**src/assert_macros.svh**
```systemverilog
// Assertion macros shared by the warp encryption block.
// Define NO_ASSERTIONS to compile every check away.
`ifndef ASSERT_MACROS_SVH
`define ASSERT_MACROS_SVH

`ifndef NO_ASSERTIONS

// Plain clocked property, disabled while reset is asserted.
`define WRR_ASSERT(lbl, clk, rst_n, prop, msg) \
  lbl: assert property (@(posedge clk) disable iff (!rst_n) prop) else $error(msg);

// Same-cycle implication, disabled while reset is asserted.
`define WRR_ASSERT_IMPL(lbl, clk, rst_n, ante, cons, msg) \
  lbl: assert property (@(posedge clk) disable iff (!rst_n) (ante) |-> (cons)) else $error(msg);

`else

`define WRR_ASSERT(lbl, clk, rst_n, prop, msg)
`define WRR_ASSERT_IMPL(lbl, clk, rst_n, ante, cons, msg)

`endif

`endif

```
**src/wrr_pkg.sv**
```systemverilog
// Package for the reduced-round warp encryption block.
// Holds the block type, tables, register codes and the round function.
`timescale 1ns / 1ps

package wrr_pkg;

  // One 128-bit block: nibble i at bits 4i+3..4i.
  typedef logic [127:0] blk_t;

  // What one cell hands to the next cell.
  typedef struct packed {
    logic valid;
    blk_t blk;
  } stage_t;

  localparam int unsigned APB_AW  = 5;
  localparam int unsigned APB_DW  = 64;
  localparam int unsigned RC_W    = 6;
  localparam int unsigned RC_LEN  = 41;

  // Register indexes, taken from paddr[4:3].
  typedef enum logic [1:0] {
    REG_KEY_EVEN    = 2'd0,
    REG_KEY_ODD     = 2'd1,
    REG_ROUND_COUNT = 2'd2,
    REG_NONE        = 2'd3
  } reg_idx_e;

  localparam logic [63:0]     KEY_RESET   = 64'h0;
  localparam logic [RC_W-1:0] ROUND_RESET = 6'd13;

  localparam logic [3:0] SBOX [16] = '{
    4'hc, 4'ha, 4'hd, 4'h3, 4'he, 4'hb, 4'hf, 4'h7,
    4'h8, 4'h9, 4'h1, 4'h5, 4'h0, 4'h2, 4'h4, 4'h6
  };

  localparam logic [4:0] PERM [32] = '{
    5'd31, 5'd6,  5'd29, 5'd14, 5'd1,  5'd12, 5'd21, 5'd8,
    5'd27, 5'd2,  5'd3,  5'd0,  5'd25, 5'd4,  5'd23, 5'd10,
    5'd15, 5'd22, 5'd13, 5'd30, 5'd17, 5'd28, 5'd5,  5'd24,
    5'd11, 5'd18, 5'd19, 5'd16, 5'd9,  5'd20, 5'd7,  5'd26
  };

  localparam logic [3:0] RCON0 [RC_LEN] = '{
    4'h0, 4'h0, 4'h1, 4'h3, 4'h7, 4'hf, 4'hf, 4'hf, 4'he, 4'hd, 4'ha, 4'h5, 4'ha, 4'h5,
    4'hb, 4'h6, 4'hc, 4'h9, 4'h3, 4'h6, 4'hd, 4'hb, 4'h7, 4'he, 4'hd, 4'hb, 4'h6, 4'hd,
    4'ha, 4'h4, 4'h9, 4'h2, 4'h4, 4'h9, 4'h3, 4'h7, 4'he, 4'hc, 4'h8, 4'h1, 4'h2
  };

  localparam logic [3:0] RCON1 [RC_LEN] = '{
    4'h4, 4'hc, 4'hc, 4'hc, 4'hc, 4'hc, 4'h8, 4'h4, 4'h8, 4'h4, 4'h8, 4'h4, 4'hc, 4'h8,
    4'h0, 4'h4, 4'hc, 4'h8, 4'h4, 4'hc, 4'hc, 4'h8, 4'h4, 4'hc, 4'h8, 4'h4, 4'h8, 4'h0,
    4'h4, 4'h8, 4'h0, 4'h4, 4'hc, 4'hc, 4'h8, 4'h0, 4'h0, 4'h4, 4'h8, 4'h4, 4'hc
  };

  // One full round: Feistel-style mix of the odd nibbles, round
  // constants into nibbles 1 and 3, then the nibble shuffle.
  function automatic blk_t warp_round(blk_t s, logic [63:0] key,
                                      logic [3:0] rc0, logic [3:0] rc1);
    blk_t t;
    blk_t p;
    t = s;
    p = '0;
    for (int j = 0; j < 16; j++) begin
      t[8*j+4 +: 4] = s[8*j+4 +: 4] ^ SBOX[s[8*j +: 4]] ^ key[4*j +: 4];
    end
    t[7:4]   = t[7:4] ^ rc0;
    t[15:12] = t[15:12] ^ rc1;
    for (int j = 0; j < 32; j++) begin
      p[4*PERM[j] +: 4] = t[4*j +: 4];
    end
    return p;
  endfunction

endpackage

```
**src/wrr_cell.sv**
```systemverilog
// One round cell of the warp encryption chain: a pipeline stage that
// applies round ROUND when enabled. Depends on wrr_pkg.
`timescale 1ns / 1ps

module wrr_cell #(
  parameter int unsigned ROUND = 0
) (
  input  logic            clk_i,
  input  logic            rst_ni,
  input  wrr_pkg::stage_t up_i,
  output logic            up_ready_o,
  output wrr_pkg::stage_t dn_o,
  input  logic            dn_ready_i,
  input  logic [63:0]     key_i,
  input  logic            active_i
);

  logic            valid_q;
  wrr_pkg::blk_t   blk_q, blk_d;

  // The stage takes a new word when it is empty or its word moves on.
  assign up_ready_o = !valid_q || dn_ready_i;

  assign blk_d = active_i ? wrr_pkg::warp_round(up_i.blk, key_i, wrr_pkg::RCON0[ROUND],
                                                wrr_pkg::RCON1[ROUND])
                          : up_i.blk;

  always_ff @(posedge clk_i or negedge rst_ni) begin
    if (!rst_ni) begin
      valid_q <= 1'b0;
    end else if (up_ready_o) begin
      valid_q <= up_i.valid;
    end
  end

  always_ff @(posedge clk_i) begin
    if (up_ready_o && up_i.valid) begin
      blk_q <= blk_d;
    end
  end

  assign dn_o = '{valid: valid_q, blk: blk_q};

endmodule

```
**config.mk**
```make
export PLATFORM = sky130hd
export DESIGN_NAME = wrr_cell
export DESIGN_NICKNAME = d
export VERILOG_FILES = /design/src/assert_macros.svh /design/src/wrr_pkg.sv /design/src/wrr_cell.sv
export SDC_FILE = /design/constraint.sdc
export NUM_CORES = 1
export LEC_CHECK = 0
export BUFFER_PORTS_ARGS = -buffer_cell sky130_fd_sc_hd__clkbuf_2
export CORE_MARGIN = 3
export CORE_UTILIZATION = 45
export DETAILED_ROUTE_END_ITERATION = 10
export GPL_ROUTABILITY_DRIVEN = 0
export PLACE_DENSITY = 0.83
export SLEW_MARGIN = 5
export SYNTH_ARGS = -nofsm -noshare
export SYNTH_HDL_FRONTEND = slang
export SYNTH_SLANG_ARGS = --single-unit
```
**constraint.sdc**
```tcl
create_clock -name clk_i -period 4.1 [get_ports clk_i]
set_input_delay 0.205 -clock clk_i [delete_from_list [all_inputs] [get_ports clk_i]]
set_output_delay 0.205 -clock clk_i [all_outputs]
set_load 0.02 [all_outputs]
```
==> results by group <==
Layout
  – Most common library cell in the layout ignoring fill and taps: sky130_fd_sc_hd__clkbuf_2
  – Final Core Density: 59.8%
  – Count of fill cells added during filler insertion: 1439
  – Number of nets in the layout: 1203
  – Final non-filler cell area: 10400 um^2
  – Area delta synth->final: 29.5%
  – Number of antenna repair diodes: 0
  – Fraction of final layout cells sized beyond drive strength 1: 43.4%
  – Highest-count cells in the layout ignoring fill and taps: sky130_fd_sc_hd__clkbuf_2, sky130_fd_sc_hd__edfxtp_1, sky130_fd_sc_hd__mux2_2

CTS
  – Quantity of gates resized following cts: 0
  – H-tree Lvls: 4
  – Clock Sink Count: 129
  – Clock latency reported for the late side of the worst-skew pair: 0.42 ns
  – Clock buffers created by TritonCTS: 17
  – Maximum buffer depth of the clock tree: 2
  – Clock-pin slew on the worst setup and hold paths: 0.06 ns
  – TritonCTS clock tree: done
  – Master cell of the clock root buffer: sky130_fd_sc_hd__clkbuf_16

Placed design
  – Count of input and output buffers: 326
  – Placed Area: 9700 um^2
  – Detail Placement HPWL: 19000 um

Critical path
  – Critical path cell sequence: nand2b_1 > and2_4 > buf_12
  – Worst Path Required: 4.17 ns
  – Max stage delay cell, worst path: sky130_fd_sc_hd__and2_4
  – Crit. End Element: register
  – Critical path peak fanout: 73
  – Buffers and inverters on the worst path: 1
  – Origin of the critical flop-to-flop path: valid_q$_DFFE_PN0N_
  – Cell count along the critical path: 3
  – Largest stage delay on the critical path: 0.66 ns
  – FF-to-FF setup slack: 2.08 ns
  – Cell type group with the largest total delay on the critical path: simple AND/OR/NAND/NOR gates
  – Setup crit start kind: register
  – FF-to-FF End: blk_q[73]$_DFFE_PP_
  – Critical Path AT: 2.09 ns
  – Category of the critical setup timing path: register to register
  – Cell count of the worst reg-to-reg path: 3

Routing
  – DR vias: 7256
  – DRC violation count after routing: 0
  – Routed wire per std cell: 20.6 um
  – Initial DRC count: 725
  – Total detailed-routing wirelength: 25600 um
  – DRT Pass-1 Iters: 5
  – Via density: 5.83
  – Residual antenna-violating net count after detailed routing: 0

STA
  – Total count of max-transition violations in the final report: 0
  – RSZ-0062 raised after global routing: no
  – Final worst clock skew: 0.00433 ns
  – Setup Total Neg Slack: 0 ns
  – Total count of hold-check failures in the final report: 0
  – Max transition margin: 28.4%
  – Final setup violation count: 0
  – Worst hold slack: 0.0855 ns
  – Least-Margin Pin Slew: 1.07 ns
  – Minimum period implied by the final worst setup slack: 2.02 ns
  – Share of the clock period used by the worst path after layout: 49.3%
  – Highest achievable clock rate: 0.495 GHz

Global routing
  – Total congestion overflow: 0
  – Overall fraction of global-route tracks in use: 25.4%
  – Wire length of the first global-routing pass: 38600 um
  – Antenna violations before repair: 0
  – Number of global-route vias before repair: 6888
  – Largest net degree at the start of global routing: 103

Min path
  – Class of the most critical hold timing path: primary input to async pin

Floorplan
  – Number of placement rows: 48
  – Starting Density: 46.2%
  – Die area: 19500 um^2
  – Total I/O pin count: 327
  – Total core area: 17400 um^2
  – DIE WIDTH: 139 um
  – Die H: 139 um

Synthesis
  – Synth Instances: 713
  – Area of the mapped netlist: 8020 um^2
  – Post-synthesis cell type count: 43
  – Avg Cell Area, Syn: 11.2 um^2
  – Post-synthesis net count: 910
  – Total of flip-flops plus latches after synthesis: 129
  – Number of warnings printed during yosys synthesis: 0
  – Sequential-to-total area share from yosys stat: 48.2%

Status
  – Result of the run: finished clean

Job
  – Number of maximum-capacitance constraint violations: 0

Power
  – Areal power density over the cells: 402 nW/um^2
  – Leakage power: 4.24 nW
  – Peak supply drop: 0.279 mV
## final cells by class
| type | instances | area [um^2] | share of cell area (%) |
|---|---|---|---|
| clock buffer | 17 | 425 | 4.10 |
| timing repair buffer | 330 | 1690 | 16.2 |
| sequential | 129 | 3870 | 37.2 |
| inverter | 13 | 51.3 | 0.494 |
| tap | 225 | 282 | 2.71 |
| clock inverter | 15 | 239 | 2.30 |
| multi-input combinational | 515 | 3840 | 36.9 |
## state kept, by name, summed over array words and instances, names as in the netlist
register / flops
blk_q: 128
valid_q: 1
## power breakdown
group / leakage, nW / switching [mW] / internal [mW]
Sequential: 1.24 / 0.0270 / 1.58
Clock: 0.320 / 0.592 / 1.14
Combinational: 2.68 / 0.521 / 0.323
## synth_stat cells (all sizes together)
library cell	count	area, um^2
a2111o	6	67.6
a2111oi	5	138
a211oi	1	7.51
a21boi	10	75.1
a21o	10	75.1
a21oi	22	110
a221o	5	50.1
a2bb2oi	1	8.76
a31oi	10	62.6
and2	6	37.5
and3	10	62.6
buf	22	133
clkbuf	34	135
dfrtp	1	25.0
edfxtp	128	3840
inv	13	48.8
mux2	64	721
nand2	49	184
nand2b	8	50.1
nand3	1	5.00
nand3b	17	128
nand4	1	6.26
nor2	41	154
nor2b	6	37.5
nor3	16	80.1
nor4	16	100
o211ai	42	315
o21ai	10	50.1
o221ai	6	52.6
o2bb2ai	26	228
o311ai	26	243
or2	26	163
or3	10	62.6
xnor2	32	280
xor2	32	280
## worst max-delay path by stage
stage,to,slack [ns],from
after floorplan,blk_q[0]$_DFFE_PP_,0.02,valid_q$_DFFE_PN0N_
after global placement,blk_q[70]$_DFFE_PP_,1.93,active_i
after detailed placement,blk_q[69]$_DFFE_PP_,1.91,active_i
after CTS,blk_q[25]$_DFFE_PP_,2.07,valid_q$_DFFE_PN0N_
after global routing,blk_q[73]$_DFFE_PP_,1.94,valid_q$_DFFE_PN0N_
final,blk_q[73]$_DFFE_PP_,2.08,valid_q$_DFFE_PN0N_
## through the flow
stage | std cells | total power [mW] | setup WS, ns
detailed placement | 1210 | 2.47 | 1.91
floorplan | 713 | 2.14 | 0.0246
global route | 1244 | 4.33 | 1.94
global placement | 1210 | 2.45 | 1.93
finish | 1244 | 4.18 | 2.08
CTS | 1244 | 4.20 | 2.07
## logic make-up after synthesis
logic type             after synthesis  synth area share, %
AO/OA/AOI/OAI                      180                 18.5
multiplexers                        64                 8.99
AND/OR/NAND/NOR                    207                 13.3
XOR/XNOR                            64                 6.99
buffers and inverters               69                 3.95
flip-flops                         129                 48.2
## routing by layer
metal  global-route usage, %  vias to the layer above  wire [um]  share of wire, %
met1                    33.7                     3521      10500                41
met3                    5.67                       38       2020               7.9
met5                       0                        -          0                 0
li1                        -                     3348          -                 -
met4                    7.62                        0        484               1.9
met2                    41.7                      349      12600                49
## timing repair
item / in CTS / in global routing
hold buffers: 2 / 0
endpoints found under the hold margin: 2 / 0
setup buffers: 0 / 0
(Power assumes the default switching activity.)
