`config.mk`:
```
export PLATFORM = sky130hd
export DESIGN_NAME = wrr_apb_regs
export DESIGN_NICKNAME = d
export VERILOG_FILES = /design/src/assert_macros.svh /design/src/wrr_pkg.sv /design/src/wrr_apb_regs.sv
export SDC_FILE = /design/constraint.sdc
export NUM_CORES = 1
export LEC_CHECK = 0
export CAP_MARGIN = 5
export CORE_ASPECT_RATIO = 1.1
export CORE_MARGIN = 5
export CORE_UTILIZATION = 60
export DETAILED_ROUTE_END_ITERATION = 7
export DONT_BUFFER_PORTS = 1
export GPL_TIMING_DRIVEN = 0
export HOLD_SLACK_MARGIN = 0.02
export PLACE_DENSITY = 0.76
export SLEW_MARGIN = 20
export SYNTH_ARGS = -nofsm -noshare
export SYNTH_HDL_FRONTEND = slang
export SYNTH_SLANG_ARGS = --single-unit
```
`constraint.sdc`:
```
create_clock -name clk_i -period 3.9 [get_ports clk_i]
set_input_delay 0.78 -clock clk_i [delete_from_list [all_inputs] [get_ports clk_i]]
set_output_delay 0.78 -clock clk_i [all_outputs]
set_load 0.05 [all_outputs]
```
`src/assert_macros.svh`:
```
// Assertion macros shared by the warp encryption block.
// Define NO_ASSERTIONS to compile every check away.
`ifndef ASSERT_MACROS_SVH
`define ASSERT_MACROS_SVH

`ifndef NO_ASSERTIONS

// Plain clocked property, disabled while reset is asserted.
`define WRR_ASSERT(lbl, clk, rst_n, prop, msg) \
  lbl: assert property (@(posedge clk) disable iff (!rst_n) prop) else $error(msg);

// Same-cycle implication, disabled while reset is asserted.
`define WRR_ASSERT_IMPL(lbl, clk, rst_n, ante, cons, msg) \
  lbl: assert property (@(posedge clk) disable iff (!rst_n) (ante) |-> (cons)) else $error(msg);

`else

`define WRR_ASSERT(lbl, clk, rst_n, prop, msg)
`define WRR_ASSERT_IMPL(lbl, clk, rst_n, ante, cons, msg)

`endif

`endif

```
`src/wrr_pkg.sv`:
```
// Package for the reduced-round warp encryption block.
// Holds the block type, tables, register codes and the round function.
`timescale 1ns / 1ps

package wrr_pkg;

  // One 128-bit block: nibble i at bits 4i+3..4i.
  typedef logic [127:0] blk_t;

  // What one cell hands to the next cell.
  typedef struct packed {
    logic valid;
    blk_t blk;
  } stage_t;

  localparam int unsigned APB_AW  = 5;
  localparam int unsigned APB_DW  = 64;
  localparam int unsigned RC_W    = 6;
  localparam int unsigned RC_LEN  = 41;

  // Register indexes, taken from paddr[4:3].
  typedef enum logic [1:0] {
    REG_KEY_EVEN    = 2'd0,
    REG_KEY_ODD     = 2'd1,
    REG_ROUND_COUNT = 2'd2,
    REG_NONE        = 2'd3
  } reg_idx_e;

  localparam logic [63:0]     KEY_RESET   = 64'h0;
  localparam logic [RC_W-1:0] ROUND_RESET = 6'd13;

  localparam logic [3:0] SBOX [16] = '{
    4'hc, 4'ha, 4'hd, 4'h3, 4'he, 4'hb, 4'hf, 4'h7,
    4'h8, 4'h9, 4'h1, 4'h5, 4'h0, 4'h2, 4'h4, 4'h6
  };

  localparam logic [4:0] PERM [32] = '{
    5'd31, 5'd6,  5'd29, 5'd14, 5'd1,  5'd12, 5'd21, 5'd8,
    5'd27, 5'd2,  5'd3,  5'd0,  5'd25, 5'd4,  5'd23, 5'd10,
    5'd15, 5'd22, 5'd13, 5'd30, 5'd17, 5'd28, 5'd5,  5'd24,
    5'd11, 5'd18, 5'd19, 5'd16, 5'd9,  5'd20, 5'd7,  5'd26
  };

  localparam logic [3:0] RCON0 [RC_LEN] = '{
    4'h0, 4'h0, 4'h1, 4'h3, 4'h7, 4'hf, 4'hf, 4'hf, 4'he, 4'hd, 4'ha, 4'h5, 4'ha, 4'h5,
    4'hb, 4'h6, 4'hc, 4'h9, 4'h3, 4'h6, 4'hd, 4'hb, 4'h7, 4'he, 4'hd, 4'hb, 4'h6, 4'hd,
    4'ha, 4'h4, 4'h9, 4'h2, 4'h4, 4'h9, 4'h3, 4'h7, 4'he, 4'hc, 4'h8, 4'h1, 4'h2
  };

  localparam logic [3:0] RCON1 [RC_LEN] = '{
    4'h4, 4'hc, 4'hc, 4'hc, 4'hc, 4'hc, 4'h8, 4'h4, 4'h8, 4'h4, 4'h8, 4'h4, 4'hc, 4'h8,
    4'h0, 4'h4, 4'hc, 4'h8, 4'h4, 4'hc, 4'hc, 4'h8, 4'h4, 4'hc, 4'h8, 4'h4, 4'h8, 4'h0,
    4'h4, 4'h8, 4'h0, 4'h4, 4'hc, 4'hc, 4'h8, 4'h0, 4'h0, 4'h4, 4'h8, 4'h4, 4'hc
  };

  // One full round: Feistel-style mix of the odd nibbles, round
  // constants into nibbles 1 and 3, then the nibble shuffle.
  function automatic blk_t warp_round(blk_t s, logic [63:0] key,
                                      logic [3:0] rc0, logic [3:0] rc1);
    blk_t t;
    blk_t p;
    t = s;
    p = '0;
    for (int j = 0; j < 16; j++) begin
      t[8*j+4 +: 4] = s[8*j+4 +: 4] ^ SBOX[s[8*j +: 4]] ^ key[4*j +: 4];
    end
    t[7:4]   = t[7:4] ^ rc0;
    t[15:12] = t[15:12] ^ rc1;
    for (int j = 0; j < 32; j++) begin
      p[4*PERM[j] +: 4] = t[4*j +: 4];
    end
    return p;
  endfunction

endpackage

```
`src/wrr_apb_regs.sv`:
```
// Configuration registers of the warp encryption block behind an APB port.
// Depends on wrr_pkg for register codes and reset values.
`timescale 1ns / 1ps

module wrr_apb_regs #(
  parameter int unsigned MAX_ROUNDS = 41
) (
  input  logic                          clk_i,
  input  logic                          rst_ni,
  input  logic                          psel,
  input  logic                          penable,
  input  logic                          pwrite,
  input  logic [wrr_pkg::APB_AW-1:0]    paddr,
  input  logic [wrr_pkg::APB_DW-1:0]    pwdata,
  output logic [wrr_pkg::APB_DW-1:0]    prdata,
  output logic                          pready,
  output logic [63:0]                   key_even_o,
  output logic [63:0]                   key_odd_o,
  output logic [wrr_pkg::RC_W-1:0]      rounds_o
);

  logic [63:0]              key_even_q, key_even_d;
  logic [63:0]              key_odd_q, key_odd_d;
  logic [wrr_pkg::RC_W-1:0] rc_q, rc_d;
  logic                     wr_en;
  wrr_pkg::reg_idx_e        idx;

  assign pready = 1'b1;
  assign wr_en  = psel && penable && pwrite;
  assign idx    = wrr_pkg::reg_idx_e'(paddr[4:3]);

  // Write decode.
  always_comb begin
    key_even_d = key_even_q;
    key_odd_d  = key_odd_q;
    rc_d       = rc_q;
    if (wr_en) begin
      unique case (idx)
        wrr_pkg::REG_KEY_EVEN:    key_even_d = pwdata;
        wrr_pkg::REG_KEY_ODD:     key_odd_d  = pwdata;
        wrr_pkg::REG_ROUND_COUNT: rc_d       = pwdata[wrr_pkg::RC_W-1:0];
        default: ;
      endcase
    end
  end

  always_ff @(posedge clk_i or negedge rst_ni) begin
    if (!rst_ni) begin
      key_even_q <= wrr_pkg::KEY_RESET;
      key_odd_q  <= wrr_pkg::KEY_RESET;
      rc_q       <= wrr_pkg::ROUND_RESET;
    end else begin
      key_even_q <= key_even_d;
      key_odd_q  <= key_odd_d;
      rc_q       <= rc_d;
    end
  end

  // Read decode.
  always_comb begin
    unique case (idx)
      wrr_pkg::REG_KEY_EVEN:    prdata = key_even_q;
      wrr_pkg::REG_KEY_ODD:     prdata = key_odd_q;
      wrr_pkg::REG_ROUND_COUNT: prdata = {{(wrr_pkg::APB_DW - wrr_pkg::RC_W){1'b0}}, rc_q};
      default:                  prdata = '0;
    endcase
  end

  // A count above MAX_ROUNDS saturates to MAX_ROUNDS.
  assign key_even_o = key_even_q;
  assign key_odd_o  = key_odd_q;
  assign rounds_o   = (rc_q > wrr_pkg::RC_W'(MAX_ROUNDS)) ? wrr_pkg::RC_W'(MAX_ROUNDS) : rc_q;

endmodule

```
==> reports/metrics.yaml, run 1 <==
timing:
  period_share_pct: 85.4
  tns_ps: 0
  fin_ws_ps: 571
  period_minus_slack_ps: 3330
  tightest_slew_ps: 1000
  slew_viol_final: 0
  rsz0062_at_grt: "no"
  timing.fmax_mhz: 300
  finalSetupViolCount: 0
  hold_viol: 0
  fin_skew_ps: 0
  slew_headroom_pct: 32.8
worst_setup_path:
  slowest_delay_ps: 760
  cpMostUsedCell: "buf_2"
  critPathMaxFanout: 10
  critPathRequiredTime_ps: 3120
  crit_type: "input port to output pin"
  cp-start-kind: "input port"
  worst-path-buf-inv: 3
  cp.depth: 5
  critical-path-top-delay-family: "buffers and inverters"
  cp_slowest_cell: "nor2_1"
  arrival_ps: 2550
  reg2reg_depth: 1
  path_cells: "buf_2 > buf_2 > buf_2 > mux2i_1 > nor2_1"
  endpoint_kind: "output pin"
die:
  start_util_pct: 61.1
  die_area_um2: 12700
  rows: 39
  ios: 273
  core_um2: 10400
  die_w_um: 108
  die_h_um: 118
routing:
  avgRoutedWirePerCell_um: 25.8
  drt_first_pass_iters: 5
  drt_iter0_drc: 217
  drt-vias-per-instance: 5.99
  finalWirelength_um: 16000
  ant_nets: 0
  via_count: 3717
  drc_errors: 0
power_and_ir_drop:
  leakagePower_uw: 0.00350
  power_uw: 5890
  max-vdd-ir-drop_uv: 410
  powerDensity_nw_per_um2: 826
global_routing:
  grt_pass1_wl_um: 24200
  track_usage_pct: 24.9
  globalRouteOverflowTotal: 0
  grt_pass1_vias: 4076
  grt_max_degree: 135
  antenna_found_initial: 0
finish:
  antennaDiodeCount: 0
  fin_area_um2: 7130
  fin_nets: 539
  drive_above_1_share_pct: 39.5
  area_growth_pct: 12.3
  finish.utilization_pct: 68.6
synth:
  ys_warn_count: 0
  avgSynthCellArea_um2: 14.2
  netlist_area_um2: 6350
  synthFlopType: "dfrtp_1"
  syn_nets: 520
  synth_edf_count: 0
  yosysUniqueCellTypes: 24
  ys_seq_elements: 134
  syn_inst: 446
  ys_seq_area_share_pct: 52.9
  postSynth.asyncResetShare_pct: 100
clocking:
  clock_sinks: 134
  ctsResizeCount: 0
  clk_pin_slew_ps: 60
  htreeDepth: 4
  cts-root-buf: "clkbuf_16"
  cts_tree: "built"
  ctsHoldBuffers: 0
  cts_made_buffers: 17
  post_cts_buffers: 0
  worstSkewPairLatency_ps: 410
  cts_buffer_depth: 2
hold_path:
  hold_path_class: "input port to asynchronous set/reset pin"
placed_design:
  dp.final_hpwl_um: 11500
  post_dp_cell_area_um2: 6530
  gp_congestion: 0.814
  io_buffers: 0
  pre_cts_slack_ps: 549
run:
  drv_cap: 0
status:
  status: "finished clean"
[final timing paths]
| check | from | to | slack, ps |
|---|---|---|---|
| max | paddr[3] | prdata[11] | 570 |
| min | rst_ni | key_even_o[23] | 60 |
| max reg2reg | key_odd_o[19] | key_odd_o[19] | 2810 |
| min reg2reg | rc_q[1] | rc_q[1] | 580 |
| max in group asynchronous | rst_ni | rc_q[3] | 3570 |
| min in group clk_i | pwdata[49] | key_even_o[49] | 500 |
[registers in the layout (all words and copies together) (netlist names)]
name / flops
key_odd_o: 64
rc_q: 6
key_even_o: 64
[cell usage in the layout (no fill, tap or decap), types with 3 or more instances in the layout]
master and instances:
dfstp_2 3, nor2_1 58, mux2_2 69, dfrtp_1 131
buf_2 14, o21ai_1 6, mux2i_1 64, clkinv_4 5
mux2_1 5, mux2_4 60, nand2_1 6, clkinv_2 4
bufinv_16 3, buf_12 6, clkbuf_16 17, clkbuf_1 8
[per-stage QoR]
stage / cells / hold WS, ps
floorplan: 446 / 484
global placement: 589 / 487
finish: 621 / 58.8
global route: 621 / 36.4
detailed placement: 589 / 487
CTS: 621 / 45.4
[layer usage]
metal	GRT usage, %	wire length [um]
met3	11.0	1580
met4	7.66	240
met5	0	0
met1	27.1	5830
met2	43.0	8360
[logic make-up after synthesis]
family,synth area share (%)
mux,37.4
flops,52.9
simple gates,5.03
buf+inv,3.76
compound gates,0.867
other cells,0.0591
[area by class of cell]
type	count	area, um2
Fill cell	739	3260
Tap cell	143	179
Sequential cell	134	3360
Multi-Input combinational cell	282	2750
Clock buffer	17	425
Clock inverter	15	179
Buffer	30	239
[synth_stat cells, drive strengths merged (2+ instances only)]
cell,number,area share (%)
o21ai,8,0.63
mux2i,64,10
buf,22,3.3
dfstp,3,1.2
dfrtp,131,52
and2,2,0.20
nand2,6,0.35
mux2,134,27
clkbuf,8,0.47
nor2b,2,0.20
nor2,58,3.4
[power breakdown]
group	internal, uW	switching, uW	total, uW
logic	430	663	1090
registers	1700	1480	3180
clock network	1010	614	1620
Note: power is estimated with default switching activity, not from simulation.
==> run 2, diff against run 1 <==
--- a/config.mk
+++ b/config.mk
@@ -7,2 +7,3 @@
 export LEC_CHECK = 0
+export ABC_AREA = 1
 export CAP_MARGIN = 5
@@ -15,3 +16,3 @@
 export HOLD_SLACK_MARGIN = 0.02
-export PLACE_DENSITY = 0.76
+export PLACE_DENSITY = 0.78
 export SLEW_MARGIN = 20
==> constraint.sdc (replaced) <==
create_clock -name clk_i -period 3.9 [get_ports clk_i]
set_input_delay 0.39 -clock clk_i [delete_from_list [all_inputs] [get_ports clk_i]]
set_output_delay 0.39 -clock clk_i [all_outputs]
set_load 0.05 [all_outputs]
==> run 2 against run 1 <==
- count of clock-buffer cells in the layout up 6
- core utilization up 6.2 points
- clock power down 12%
- sequential cell count unchanged
- hold slack worse by 30 ps
- total power down 6.8%
- synthesized cell count up 66%
- largest power group unchanged
- highest routed layer unchanged
==> reports/metrics.yaml, run 2 <==
placed_design:
  io_buffers: 0
  pre_cts_slack_ps: 1540
  dp.final_hpwl_um: 13600
  gp_congestion: 0.873
global_routing:
  globalRouteOverflowTotal: 0
  grt-busiest-layer: "met2"
  grt_util_met3_pct: 10.1
  grt_pass1_wl_um: 31800
  grt_pass1_vias: 5985
  grt_use_met2_pct: 59.3
  antenna_found_initial: 1
  grt_max_degree: 135
  track_usage_pct: 33.9
  grtUsageMet1_pct: 38.8
synth:
  yosys-top-cells-count: "nand2_1, dfrtp_1, o21ai_0"
  ys_seq_area_share_pct: 56.3
  yosysUniqueCellTypes: 15
  synth_edf_count: 0
  ys_seq_elements: 134
  syn_inst: 739
  synthFlopType: "dfrtp_1"
  avgSynthCellArea_um2: 8.07
  ys_warn_count: 0
  postSynth.asyncResetShare_pct: 100
  netlist_area_um2: 5970
  synth_most_common_cell: "nand2_1"
  syn_nets: 813
  yosys.area.top_type_share_pct: 54.9
  yosysTopAreaCell: "dfrtp_1"
  synth_area_leaders: "dfrtp_1, nand2_1, o21ai_0"
timing:
  tightest_slew_ps: 1100
  slew_headroom_pct: 26.2
  rsz0062_at_grt: "no"
  fin_skew_ps: 0
  fin_ws_ps: 1300
  hold_viol: 0
  period_share_pct: 66.7
  finalSetupViolCount: 0
  slew_viol_final: 0
  timing.fmax_mhz: 385
  period_minus_slack_ps: 2600
  tns_ps: 0
clocking:
  ctsResizeCount: 0
  cts-root-buf: "clkbuf_8"
  cts_made_buffers: 17
  worstSkewPairLatency_ps: 520
  clock_sinks: 134
  cts_tree: "built"
  htreeDepth: 4
  post_cts_buffers: 0
  clk_pin_slew_ps: 60
  cts_buffer_depth: 2
status:
  status: "finished clean"
finish:
  finish.utilization_pct: 74.8
  fin_nets: 898
  fillCellCount: 681
  seqCellArea_um2: 3360
  layout_commonest_cell: "nand2_1"
  drive_above_1_share_pct: 7.89
  final_cell_mix: "nand2_1, dfrtp_1, inv_1"
  area_growth_pct: 22.7
  multiInputGateArea_um2: 2070
power_and_ir_drop:
  max-vdd-ir-drop_uv: 414
  leakagePower_uw: 0.00358
  powerDensity_nw_per_um2: 750
worst_setup_path:
  endpoint_kind: "output pin"
  crit_type: "flop to output pin"
  cp-start-kind: "flop"
  critPathRequiredTime_ps: 3510
  arrival_ps: 2210
  critPathMaxFanout: 2
routing:
  ant_nets: 0
  avgRoutedWirePerCell_um: 21.4
  drt-vias-per-instance: 6.03
  drt_first_pass_iters: 6
  finalWirelength_um: 20500
  via_count: 5781
  drc_errors: 0
  drt_iter0_drc: 616
die:
  start_util_pct: 60.9
  rows: 38
  core_um2: 9790
  ios: 273
  die_w_um: 105
  die_area_um2: 12000
  die_h_um: 115
hold_path:
  hold_path_class: "input port to flop"
run:
  drv_cap: 0
-- run 2: cell types whose count changed after synthesis, sizes merged, moves of 3 or more --
cell,change
nand2,+264
mux2,-134
o211ai,+6
clkbuf,+10
buf,+10
a21oi,+3
nor2,-54
inv,+77
nand3,+58
mux2i,-64
o21ai,+127
-- run 2: layout make-up --
cell class / count / share of cell area (%)
repair buffers: 66 / 9.26
flip-flops and latches: 134 / 45.8
clock buffers: 23 / 6.10
inverters: 77 / 3.95
plain buffers: 50 / 3.42
multi-input cells: 478 / 28.3
well taps: 120 / 2.05
clock inverters: 9 / 1.08
diodes: 1 / 0.0342
-- run 2: path summary, 6_finish.rpt --
check | startpoint | to | slack, ps | depth (start not counted)
worst max-delay path | key_odd_o[4] | prdata[4] | 1300 | 2
worst min-delay path | pwdata[61] | key_even_o[61] | 30 | 2
worst max register to register | key_odd_o[51] | key_odd_o[51] | 2780 | 2
worst min register to register | rc_q[0] | rc_q[0] | 500 | 2
max in group asynchronous | rst_ni | key_odd_o[57] | 2880 | 2
min in group asynchronous | rst_ni | key_odd_o[25] | 480 | 2
-- run 2: worst max-delay path, cell delays in order (launching register included) --
cell      delay, ps
dfrtp_1         660
inv_1           120
o211ai_1        900
-- run 2: logic make-up (layout without fill, tap and decap cells) --
kind of cell / after synthesis / after routing / share of synthesized area [%]
and+or+nand+nor: 333 / 333 / 22.3
AOI/OAI and AO/OA: 144 / 144 / 12.3
DFF: 134 / 134 / 56.3
buffers and inverters: 127 / 225 / 9.04
other: 1 / 2 / 0.0628
-- run 2: repair_timing --
item,4_1_cts,5_1_grt
hold buffers,66,0
hold endpoints to repair,245,0
endpoints found under the setup margin,0,0
-- run 2: power by group --
part	leakage, uW	total [uW]	switching [uW]	internal (uW)
logic	0.00167	1000	779	225
clock network	0.000256	1430	574	856
registers	0.00165	3060	1380	1680
-- run 2: stage by stage --
| step | instance area (um2) | hold slack, ps | std cells | power, uW |
|---|---|---|---|---|
| 2_1_floorplan | 5970 | 94.4 | 739 | 3720 |
| 3_3_place_gp | 6120 | 97.7 | 859 | 3910 |
| 3_5_place_dp | 6120 | 97.5 | 859 | 3960 |
| 4_1_cts | 7320 | 20.1 | 957 | 5480 |
| 5_1_grt | 7320 | 25.8 | 958 | 5680 |
| 6_report | 7320 | 29.3 | 958 | 5490 |
-- run 2: metal layers --
layer  up-vias  part of all wire (%)
met2       434                    51
met1      2775                    35
li1       2504                     -
met4         0                   3.3
met5         -                     0
met3        68                    11
